**config.mk**
```make
export PLATFORM = sky130hd
export DESIGN_NAME = bounding_sphere_merge
export DESIGN_NICKNAME = d
export VERILOG_FILES = /design/src/hw/rtl/bsm_pkg.sv /design/src/hw/rtl/bsm_front.sv /design/src/hw/rtl/bsm_queue.sv /design/src/hw/rtl/bsm_back.sv /design/src/hw/rtl/bounding_sphere_merge.sv
export SDC_FILE = /design/constraint.sdc
export NUM_CORES = 2
export LEC_CHECK = 0
export BUFFER_PORTS_ARGS = -buffer_cell sky130_fd_sc_hd__buf_2
export CORE_ASPECT_RATIO = 1.25
export CORE_UTILIZATION = 69
export DETAILED_ROUTE_END_ITERATION = 12
export PLACE_DENSITY = 0.87
export SYNTH_ARGS = -nofsm -noshare
export SYNTH_HDL_FRONTEND = slang
export SYNTH_SLANG_ARGS = --single-unit
```
**constraint.sdc**
```tcl
create_clock -name clk -period 25.4 [get_ports clk]
set_input_delay 2.54 -clock clk [delete_from_list [all_inputs] [get_ports clk]]
set_output_delay 2.54 -clock clk [all_outputs]
set_load 0.01 [all_outputs]
```
**src/hw/rtl/bsm_pkg.sv**
```systemverilog
// Shared types and constants for the bounding sphere merge block.
// Used by bsm_front, bsm_queue, bsm_back and bounding_sphere_merge; no dependencies.
package bsm_pkg;

  localparam int COORD_WIDTH = 24;
  localparam int RAD_WIDTH   = COORD_WIDTH - 1;
  localparam int BOUND_WIDTH = COORD_WIDTH + 2;
  localparam int SQ_WIDTH    = 2 * COORD_WIDTH;
  localparam int ACC_WIDTH   = 2 * COORD_WIDTH + 2;
  localparam int REM_WIDTH   = COORD_WIDTH + 3;
  localparam int STEP_WIDTH  = $clog2(COORD_WIDTH + 1);
  localparam int Q_DEPTH     = 2;
  localparam int Q_PTR_WIDTH = (Q_DEPTH > 1) ? $clog2(Q_DEPTH) : 1;
  localparam int Q_CNT_WIDTH = $clog2(Q_DEPTH + 1);
  localparam int NUM_AXES    = 3;
  localparam int NUM_SQ      = NUM_AXES;

  typedef logic signed [COORD_WIDTH-1:0] coord_t;
  typedef logic signed [BOUND_WIDTH-1:0] bound_t;
  typedef logic [RAD_WIDTH-1:0]          radius_t;

  localparam bound_t BOUND_MAX  = {1'b0, {(BOUND_WIDTH-1){1'b1}}};
  localparam bound_t BOUND_MIN  = {1'b1, {(BOUND_WIDTH-1){1'b0}}};
  localparam bound_t COORD_SMAX = {{3{1'b0}}, {(COORD_WIDTH-1){1'b1}}};
  localparam bound_t COORD_SMIN = {{3{1'b1}}, {(COORD_WIDTH-1){1'b0}}};

  typedef struct packed {
    logic                        single;
    coord_t                      x;
    coord_t                      y;
    coord_t                      z;
    radius_t                     radius;
    logic [NUM_AXES-1:0][BOUND_WIDTH-1:0] low;
    logic [NUM_AXES-1:0][BOUND_WIDTH-1:0] high;
  } bsm_entry_t;

  typedef struct packed {
    logic empty;
    logic full;
  } bsm_q_status_t;

  typedef struct packed {
    coord_t                 x;
    coord_t                 y;
    coord_t                 z;
    logic [COORD_WIDTH-1:0] radius;
    logic                   clipped;
  } bsm_result_t;

  typedef enum logic [4:0] {
    ST_IDLE = 5'b00001,
    ST_MID  = 5'b00010,
    ST_SQ   = 5'b00100,
    ST_ROOT = 5'b01000,
    ST_DONE = 5'b10000
  } bsm_state_t;

endpackage

```
**src/hw/rtl/bsm_front.sv**
```systemverilog
// Front part: accepts spheres and keeps the six running box bounds.
// Pushes one run record to the queue on the last sphere; depends on bsm_pkg.
module bsm_front import bsm_pkg::*; (
  input  logic          clk,
  input  logic          rst_n,
  input  coord_t        in_x,
  input  coord_t        in_y,
  input  coord_t        in_z,
  input  radius_t       in_radius,
  input  logic          in_last,
  input  logic          in_push,
  output logic          in_full,
  input  bsm_q_status_t q_status,
  output logic          q_push,
  output bsm_entry_t    q_data
);

  bound_t low_r  [NUM_AXES];
  bound_t high_r [NUM_AXES];
  bound_t low_nxt  [NUM_AXES];
  bound_t high_nxt [NUM_AXES];
  logic   seen_r;
  logic   accept;

  assign in_full = q_status.full;
  assign accept  = in_push & ~q_status.full;
  assign q_push  = accept & in_last;

  always_comb begin
    coord_t cen [NUM_AXES];
    bound_t cext;
    bound_t rext;
    bound_t lo_c;
    bound_t hi_c;
    cen[0] = in_x;
    cen[1] = in_y;
    cen[2] = in_z;
    rext   = {3'b000, in_radius};
    for (int i = 0; i < NUM_AXES; i++) begin
      cext = {{2{cen[i][COORD_WIDTH-1]}}, cen[i]};
      lo_c = cext - rext;
      hi_c = cext + rext;
      low_nxt[i]  = (lo_c < low_r[i])  ? lo_c : low_r[i];
      high_nxt[i] = (hi_c > high_r[i]) ? hi_c : high_r[i];
    end
  end

  always_comb begin
    q_data.single = ~seen_r;
    q_data.x      = in_x;
    q_data.y      = in_y;
    q_data.z      = in_z;
    q_data.radius = in_radius;
    for (int i = 0; i < NUM_AXES; i++) begin
      q_data.low[i]  = low_nxt[i];
      q_data.high[i] = high_nxt[i];
    end
  end

  always_ff @(posedge clk) begin
    if (!rst_n || q_push) begin
      for (int i = 0; i < NUM_AXES; i++) begin
        low_r[i]  <= BOUND_MAX;
        high_r[i] <= BOUND_MIN;
      end
      seen_r <= 1'b0;
    end else if (accept) begin
      for (int i = 0; i < NUM_AXES; i++) begin
        low_r[i]  <= low_nxt[i];
        high_r[i] <= high_nxt[i];
      end
      seen_r <= 1'b1;
    end
  end

endmodule

```
**src/hw/rtl/bsm_queue.sv**
```systemverilog
// Short queue of run records between the front and back parts.
// Depth set by Q_DEPTH; depends on bsm_pkg.
module bsm_queue import bsm_pkg::*; (
  input  logic          clk,
  input  logic          rst_n,
  input  logic          push,
  input  bsm_entry_t    wr_data,
  input  logic          pop,
  output bsm_entry_t    rd_data,
  output bsm_q_status_t status
);

  bsm_entry_t             mem_r [Q_DEPTH];
  logic [Q_PTR_WIDTH-1:0] wr_ptr_r;
  logic [Q_PTR_WIDTH-1:0] rd_ptr_r;
  logic [Q_CNT_WIDTH-1:0] cnt_r;
  logic                   do_push;
  logic                   do_pop;

  assign status.full  = (cnt_r == Q_CNT_WIDTH'(Q_DEPTH));
  assign status.empty = (cnt_r == '0);
  assign do_push      = push & ~status.full;
  assign do_pop       = pop & ~status.empty;
  assign rd_data      = mem_r[rd_ptr_r];

  function automatic logic [Q_PTR_WIDTH-1:0] ptr_inc(input logic [Q_PTR_WIDTH-1:0] p);
    if (p == Q_PTR_WIDTH'(Q_DEPTH - 1)) begin
      return '0;
    end
    return p + 1'b1;
  endfunction

  always_ff @(posedge clk) begin
    if (do_push) begin
      mem_r[wr_ptr_r] <= wr_data;
    end
  end

  always_ff @(posedge clk) begin
    if (!rst_n) begin
      wr_ptr_r <= '0;
      rd_ptr_r <= '0;
      cnt_r    <= '0;
    end else begin
      if (do_push) begin
        wr_ptr_r <= ptr_inc(wr_ptr_r);
      end
      if (do_pop) begin
        rd_ptr_r <= ptr_inc(rd_ptr_r);
      end
      if (do_push && !do_pop) begin
        cnt_r <= cnt_r + 1'b1;
      end else if (do_pop && !do_push) begin
        cnt_r <= cnt_r - 1'b1;
      end
    end
  end

endmodule

```
**src/hw/rtl/bsm_back.sv**
```systemverilog
// Back part: midpoint, squared distance with one shared multiplier, bit-serial root.
// Holds the result until it is popped; depends on bsm_pkg.
module bsm_back import bsm_pkg::*; (
  input  logic          clk,
  input  logic          rst_n,
  input  bsm_entry_t    q_data,
  input  bsm_q_status_t q_status,
  output logic          q_pop,
  output bsm_result_t   result,
  output logic          out_empty,
  input  logic          out_pop
);

  bsm_state_t             state_r, state_nxt;
  bsm_entry_t             ent_r, ent_nxt;
  logic [COORD_WIDTH-1:0] d_r [NUM_SQ];
  logic [COORD_WIDTH-1:0] d_nxt [NUM_SQ];
  logic [SQ_WIDTH-1:0]    prod_r, prod_nxt;
  logic [ACC_WIDTH-1:0]   acc_r, acc_nxt;
  logic [STEP_WIDTH-1:0]  cnt_r, cnt_nxt;
  logic [SQ_WIDTH-1:0]    n_r, n_nxt;
  logic [REM_WIDTH-1:0]   rem_r, rem_nxt;
  logic [COORD_WIDTH-1:0] root_r, root_nxt;
  bsm_result_t            res_r, res_nxt;

  assign result    = res_r;
  assign out_empty = (state_r != ST_DONE);

  always_comb begin
    logic [BOUND_WIDTH:0]   sum;
    bound_t                 mid;
    bound_t                 lo;
    bound_t                 diff;
    coord_t                 sat [NUM_AXES];
    logic                   clip;
    logic [REM_WIDTH-1:0]   rem_sh;
    logic [REM_WIDTH-1:0]   trial;
    state_nxt = state_r;
    ent_nxt   = ent_r;
    d_nxt     = d_r;
    prod_nxt  = prod_r;
    acc_nxt   = acc_r;
    cnt_nxt   = cnt_r;
    n_nxt     = n_r;
    rem_nxt   = rem_r;
    root_nxt  = root_r;
    res_nxt   = res_r;
    q_pop     = 1'b0;
    clip      = 1'b0;
    sum       = '0;
    mid       = '0;
    lo        = '0;
    diff      = '0;
    rem_sh    = '0;
    trial     = '0;
    for (int i = 0; i < NUM_AXES; i++) begin
      sat[i] = '0;
    end
    unique case (state_r)
      ST_IDLE: begin
        if (!q_status.empty) begin
          q_pop     = 1'b1;
          ent_nxt   = q_data;
          state_nxt = ST_MID;
        end
      end
      ST_MID: begin
        if (ent_r.single) begin
          res_nxt.x       = ent_r.x;
          res_nxt.y       = ent_r.y;
          res_nxt.z       = ent_r.z;
          res_nxt.radius  = {1'b0, ent_r.radius};
          res_nxt.clipped = 1'b0;
          state_nxt       = ST_DONE;
        end else begin
          for (int i = 0; i < NUM_AXES; i++) begin
            lo   = ent_r.low[i];
            sum  = {lo[BOUND_WIDTH-1], lo}
                 + {ent_r.high[i][BOUND_WIDTH-1], ent_r.high[i]};
            mid  = sum[BOUND_WIDTH:1];
            diff = mid - lo;
            d_nxt[i] = diff[COORD_WIDTH-1:0];
            if (mid > COORD_SMAX) begin
              sat[i] = COORD_SMAX[COORD_WIDTH-1:0];
              clip   = 1'b1;
            end else if (mid < COORD_SMIN) begin
              sat[i] = COORD_SMIN[COORD_WIDTH-1:0];
              clip   = 1'b1;
            end else begin
              sat[i] = mid[COORD_WIDTH-1:0];
            end
          end
          res_nxt.x       = sat[0];
          res_nxt.y       = sat[1];
          res_nxt.z       = sat[2];
          res_nxt.clipped = clip;
          prod_nxt        = '0;
          acc_nxt         = '0;
          cnt_nxt         = '0;
          state_nxt       = ST_SQ;
        end
      end
      ST_SQ: begin
        acc_nxt = acc_r + ACC_WIDTH'(prod_r);
        if (cnt_r[1:0] != 2'(NUM_SQ)) begin
          prod_nxt = SQ_WIDTH'(d_r[cnt_r[1:0]]) * SQ_WIDTH'(d_r[cnt_r[1:0]]);
          cnt_nxt  = cnt_r + 1'b1;
        end else begin
          n_nxt    = acc_nxt[SQ_WIDTH-1:0];
          rem_nxt  = '0;
          root_nxt = '0;
          cnt_nxt  = '0;
          if (acc_nxt[ACC_WIDTH-1:SQ_WIDTH] != '0) begin
            res_nxt.radius  = '1;
            res_nxt.clipped = 1'b1;
            state_nxt       = ST_DONE;
          end else begin
            state_nxt = ST_ROOT;
          end
        end
      end
      ST_ROOT: begin
        rem_sh = {rem_r[REM_WIDTH-3:0], n_r[SQ_WIDTH-1:SQ_WIDTH-2]};
        trial  = {1'b0, root_r, 2'b01};
        if (rem_sh >= trial) begin
          rem_nxt  = rem_sh - trial;
          root_nxt = {root_r[COORD_WIDTH-2:0], 1'b1};
        end else begin
          rem_nxt  = rem_sh;
          root_nxt = {root_r[COORD_WIDTH-2:0], 1'b0};
        end
        n_nxt   = {n_r[SQ_WIDTH-3:0], 2'b00};
        cnt_nxt = cnt_r + 1'b1;
        if (cnt_r == STEP_WIDTH'(COORD_WIDTH - 1)) begin
          res_nxt.radius = root_nxt;
          state_nxt      = ST_DONE;
        end
      end
      ST_DONE: begin
        if (out_pop) begin
          state_nxt = ST_IDLE;
        end
      end
      default: begin
        state_nxt = ST_IDLE;
      end
    endcase
  end

  always_ff @(posedge clk) begin
    if (!rst_n) begin
      state_r <= ST_IDLE;
      cnt_r   <= '0;
    end else begin
      state_r <= state_nxt;
      cnt_r   <= cnt_nxt;
    end
  end

  always_ff @(posedge clk) begin
    ent_r  <= ent_nxt;
    d_r    <= d_nxt;
    prod_r <= prod_nxt;
    acc_r  <= acc_nxt;
    n_r    <= n_nxt;
    rem_r  <= rem_nxt;
    root_r <= root_nxt;
    res_r  <= res_nxt;
  end

endmodule

```
**src/hw/rtl/bounding_sphere_merge.sv**
```systemverilog
// Top level of the bounding sphere merge block: front, run queue and back.
// Depends on bsm_pkg, bsm_front, bsm_queue and bsm_back.
//
// Spheres (signed Q15.8 centre, unsigned Q15.8 radius) are taken one per cycle
// while in_full is low; the front folds each into the running box in the same
// cycle. A sphere with in_last high closes the run and queues it (two runs deep).
// The back turns each run into one enclosing sphere: a run of a single sphere
// passes through from the queue without the multiplier or root; any other run
// takes three passes of one shared 24x24 multiplier and a 24-step bit-serial
// square root, plus the transfer out. A run whose squared distance overflows
// skips the root. out_clipped is high when any output field saturated. The
// result stays on the out_ ports until popped.
module bounding_sphere_merge import bsm_pkg::*; (
  input  logic                   clk,
  input  logic                   rst_n,
  input  coord_t                 in_x,
  input  coord_t                 in_y,
  input  coord_t                 in_z,
  input  radius_t                in_radius,
  input  logic                   in_last,
  input  logic                   in_push,
  output logic                   in_full,
  output coord_t                 out_x,
  output coord_t                 out_y,
  output coord_t                 out_z,
  output logic [COORD_WIDTH-1:0] out_radius,
  output logic                   out_clipped,
  output logic                   out_empty,
  input  logic                   out_pop
);

  bsm_q_status_t q_status;
  bsm_entry_t    q_wr_data;
  bsm_entry_t    q_rd_data;
  logic          q_push;
  logic          q_pop;
  bsm_result_t   result;

  bsm_front u_front (
    .clk       (clk),
    .rst_n     (rst_n),
    .in_x      (in_x),
    .in_y      (in_y),
    .in_z      (in_z),
    .in_radius (in_radius),
    .in_last   (in_last),
    .in_push   (in_push),
    .in_full   (in_full),
    .q_status  (q_status),
    .q_push    (q_push),
    .q_data    (q_wr_data)
  );

  bsm_queue u_queue (
    .clk     (clk),
    .rst_n   (rst_n),
    .push    (q_push),
    .wr_data (q_wr_data),
    .pop     (q_pop),
    .rd_data (q_rd_data),
    .status  (q_status)
  );

  bsm_back u_back (
    .clk       (clk),
    .rst_n     (rst_n),
    .q_data    (q_rd_data),
    .q_status  (q_status),
    .q_pop     (q_pop),
    .result    (result),
    .out_empty (out_empty),
    .out_pop   (out_pop)
  );

  assign out_x       = result.x;
  assign out_y       = result.y;
  assign out_z       = result.z;
  assign out_radius  = result.radius;
  assign out_clipped = result.clipped;

endmodule

```
==> results.yml <==
worst_setup_path:
  crit_type: "reg2reg"
  ff2ff_setup_slack_ns: 15.29
  worstPathArrival_ns: 10.60
  worstSetupEndpointType: "register"
  critPathMaxStageDelay_ns: 0.86
  cp_max_fo: 30
  start_kind: "register"
  slowest_stage: "clkinv_1"
  critPathRequiredTime_ns: 25.89
sta:
  drv_slew: 0
  finalSetupTns_ns: 0
  relSlewSlack_pct: 14.02
  period_share_pct: 39.80
  rsz0062_at_grt: "false"
  skew_ns: 0.05237
  setup_violations: 0
  fin_crit_ns: 10.11
  hold_viol: 0
  fmax_mhz: 98.93
  tightest_slew_ns: 1.287
clock_tree:
  clock-sinks: 1290
  post_cts_resized: 0
  cts_buffers: 121
  insertion_delay_ns: 0.77
  clkTransAtPathRegs_ns: 0.07
  clockBufferDepth: 3
  cts_root_buf: "clkbuf_16"
  cts_hold_buf: 0
  post-cts-setup-buffers: 0
  cts_tree: "done"
  htreeDepth: 3
final_layout:
  multi_input_area_mm2: 0.04142
  fin_nets: 8899
  final_common_cell: "edfxtp_1"
  final_cell_mix: "edfxtp_1, inv_1, ha_1"
  area_growth_pct: 8.174
  final-seq-area_mm2: 0.03859
  fin_util_pct: 75.22
  fillers: 7916
  drive_gt1_share_pct: 10.93
detailed_routing:
  vias: 58606
  postRouteAntennaNets: 0
  dr.first_iter.drc_count: 5432
  vias_per_cell: 6.240
  drt-pass1-iter-count: 11
  routed_wl_mm: 236.5
  avgRoutedWirePerCell_um: 25.19
  drc_errors: 18
global_route:
  overflow: 0
  grt.met2_usage_pct: 63.56
  grtUsageMet1_pct: 42.69
  grt_pass1_vias: 60269
  busiest_layer: "met2"
  grt_util_met3_pct: 6.700
  grt_max_degree: 147
  grt_pass1_wl_mm: 350.9
  grt_antenna_before_repair: 26
  grtUsageTotal_pct: 38.20
yosys:
  synth_edf_count: 1275
  syn-num-nets: 8722
  async_flop_share_pct: 0
  synth_top_area_share_pct: 45.25
  syn-cell-area_mm2: 0.08460
  yosysSeqAreaShare_pct: 45.61
  yosysWarnings: 0
  yosys.area.top_type: "edfxtp_1"
  synthFlopType: "edfxtp_1"
  syn_inst: 7507
  ys_types: 103
  synth_seq_cells: 1290
  syn-mean-instance-area_um2: 11.27
  synth_area_leaders: "edfxtp_1, fa_1, ha_1"
hold_path:
  hp-class: "reg2reg"
floorplanning:
  num_rows: 143
  io_pins: 199
  die_w_um: 315.2
  core-area_mm2: 0.1217
  die_h_um: 393.5
  initial_core_util_pct: 69.54
  die-area_mm2: 0.1240
run_status:
  outcome: "complete, but fails checks"
  failed_checks: "design-rule violations"
placement:
  gp_congestion: 1.031
  io_buffers: 198
  dp_hpwl_mm: 175.2
run:
  drv_cap: 0
-- registers in the layout, indices dropped and copies added (netlist names), 5 cells and up --
register / count
u_back.n_r: 48
u_back.cnt_r: 5
u_back.rem_r: 25
u_back.d_r: 72
u_back.ent_r: 252
u_front.high_r: 78
u_back.state_r: 5
u_queue.mem_r: 504
u_front.low_r: 78
u_back.root_r: 24
u_back.result: 97
u_back.acc_r: 50
u_back.prod_r: 47
-- critical path: cells and delay by family (launching register included) --
| kind | cells | cell delay [ns] |
|---|---|---|
| and+or+nand+nor | 4 | 1.12 |
| buffers and inverters | 9 | 1.79 |
| DFF | 1 | 0.32 |
| xor gates and xnor gates | 1 | 0.17 |
| adders and majority gates | 8 | 3.75 |
| AOI/OAI and AO/OA | 10 | 2.60 |
-- logic make-up after synthesis --
group | count (synthesis) | share of synthesized area (%)
AOI/OAI and AO/OA | 1448 | 10.80
xor gates and xnor gates | 363 | 3.767
adders and majority gates | 1115 | 20.34
buffers and inverters | 1249 | 5.586
DFF | 1290 | 45.61
muxes | 355 | 4.657
and+or+nand+nor | 1687 | 9.234
-- metal layers --
| layer | vias up | wire length, um |
|---|---|---|
| li1 | 26401 | - |
| met4 | 20 | 22890 |
| met5 | - | 138 |
| met3 | 840 | 17700 |
| met1 | 28583 | 81100 |
| met2 | 2762 | 114700 |
-- cells in the mapped netlist (46+ instances only) --
cell type	instances
nand3_1	68
a21o_1	204
nor2_1	583
mux2_2	309
inv_1	1016
and2_1	98
o21a_1	54
nand2_1	474
mux2i_1	46
xnor2_1	259
fa_1	434
o21ai_0	291
clkbuf_1	203
nor2b_1	92
ha_1	681
edfxtp_1	1275
nor3_1	89
o21bai_1	79
a21oi_1	489
xor2_1	103
nand2b_1	135
-- area by class of cell --
| cell class | instances | area share (%) |
|---|---|---|
| Multi-Input combinational cell | 4968 | 45.26 |
| Tap cell | 1595 | 2.181 |
| Inverter | 1024 | 4.203 |
| Antenna cell | 14 | 0.03828 |
| Clock buffer | 139 | 3.406 |
| Timing Repair Buffer | 279 | 1.761 |
| Clock inverter | 83 | 0.9830 |
| Sequential cell | 1290 | 42.17 |
-- metrics by stage --
stage | instances | setup slack (ns) | hold WS (ns) | area (um2)
finish | 9392 | 15.29 | 0.4852 | 91520
global route | 9378 | 14.75 | 0.4935 | 91480
CTS | 9378 | 15.36 | 0.4795 | 91480
detailed placement | 9156 | 15.41 | 0.4656 | 87470
global placement | 9156 | 15.50 | 0.4504 | 87470
floorplan | 7507 | 11.37 | 0.4298 | 84600
-- path summary, 6_finish.rpt --
path                   startpoint                end  cells past startpoint
hold reg to reg   u_back.cnt_r[4]    u_back.cnt_r[4]                      1
hold / removal    u_back.cnt_r[4]    u_back.cnt_r[4]                      1
setup / recovery  u_back.cnt_r[1]  u_back.prod_r[46]                     32
setup reg to reg  u_back.cnt_r[1]  u_back.prod_r[46]                     32
Power is not shown: default switching activity piles up to over one toggle a cycle in this logic, so the estimate is an artifact.
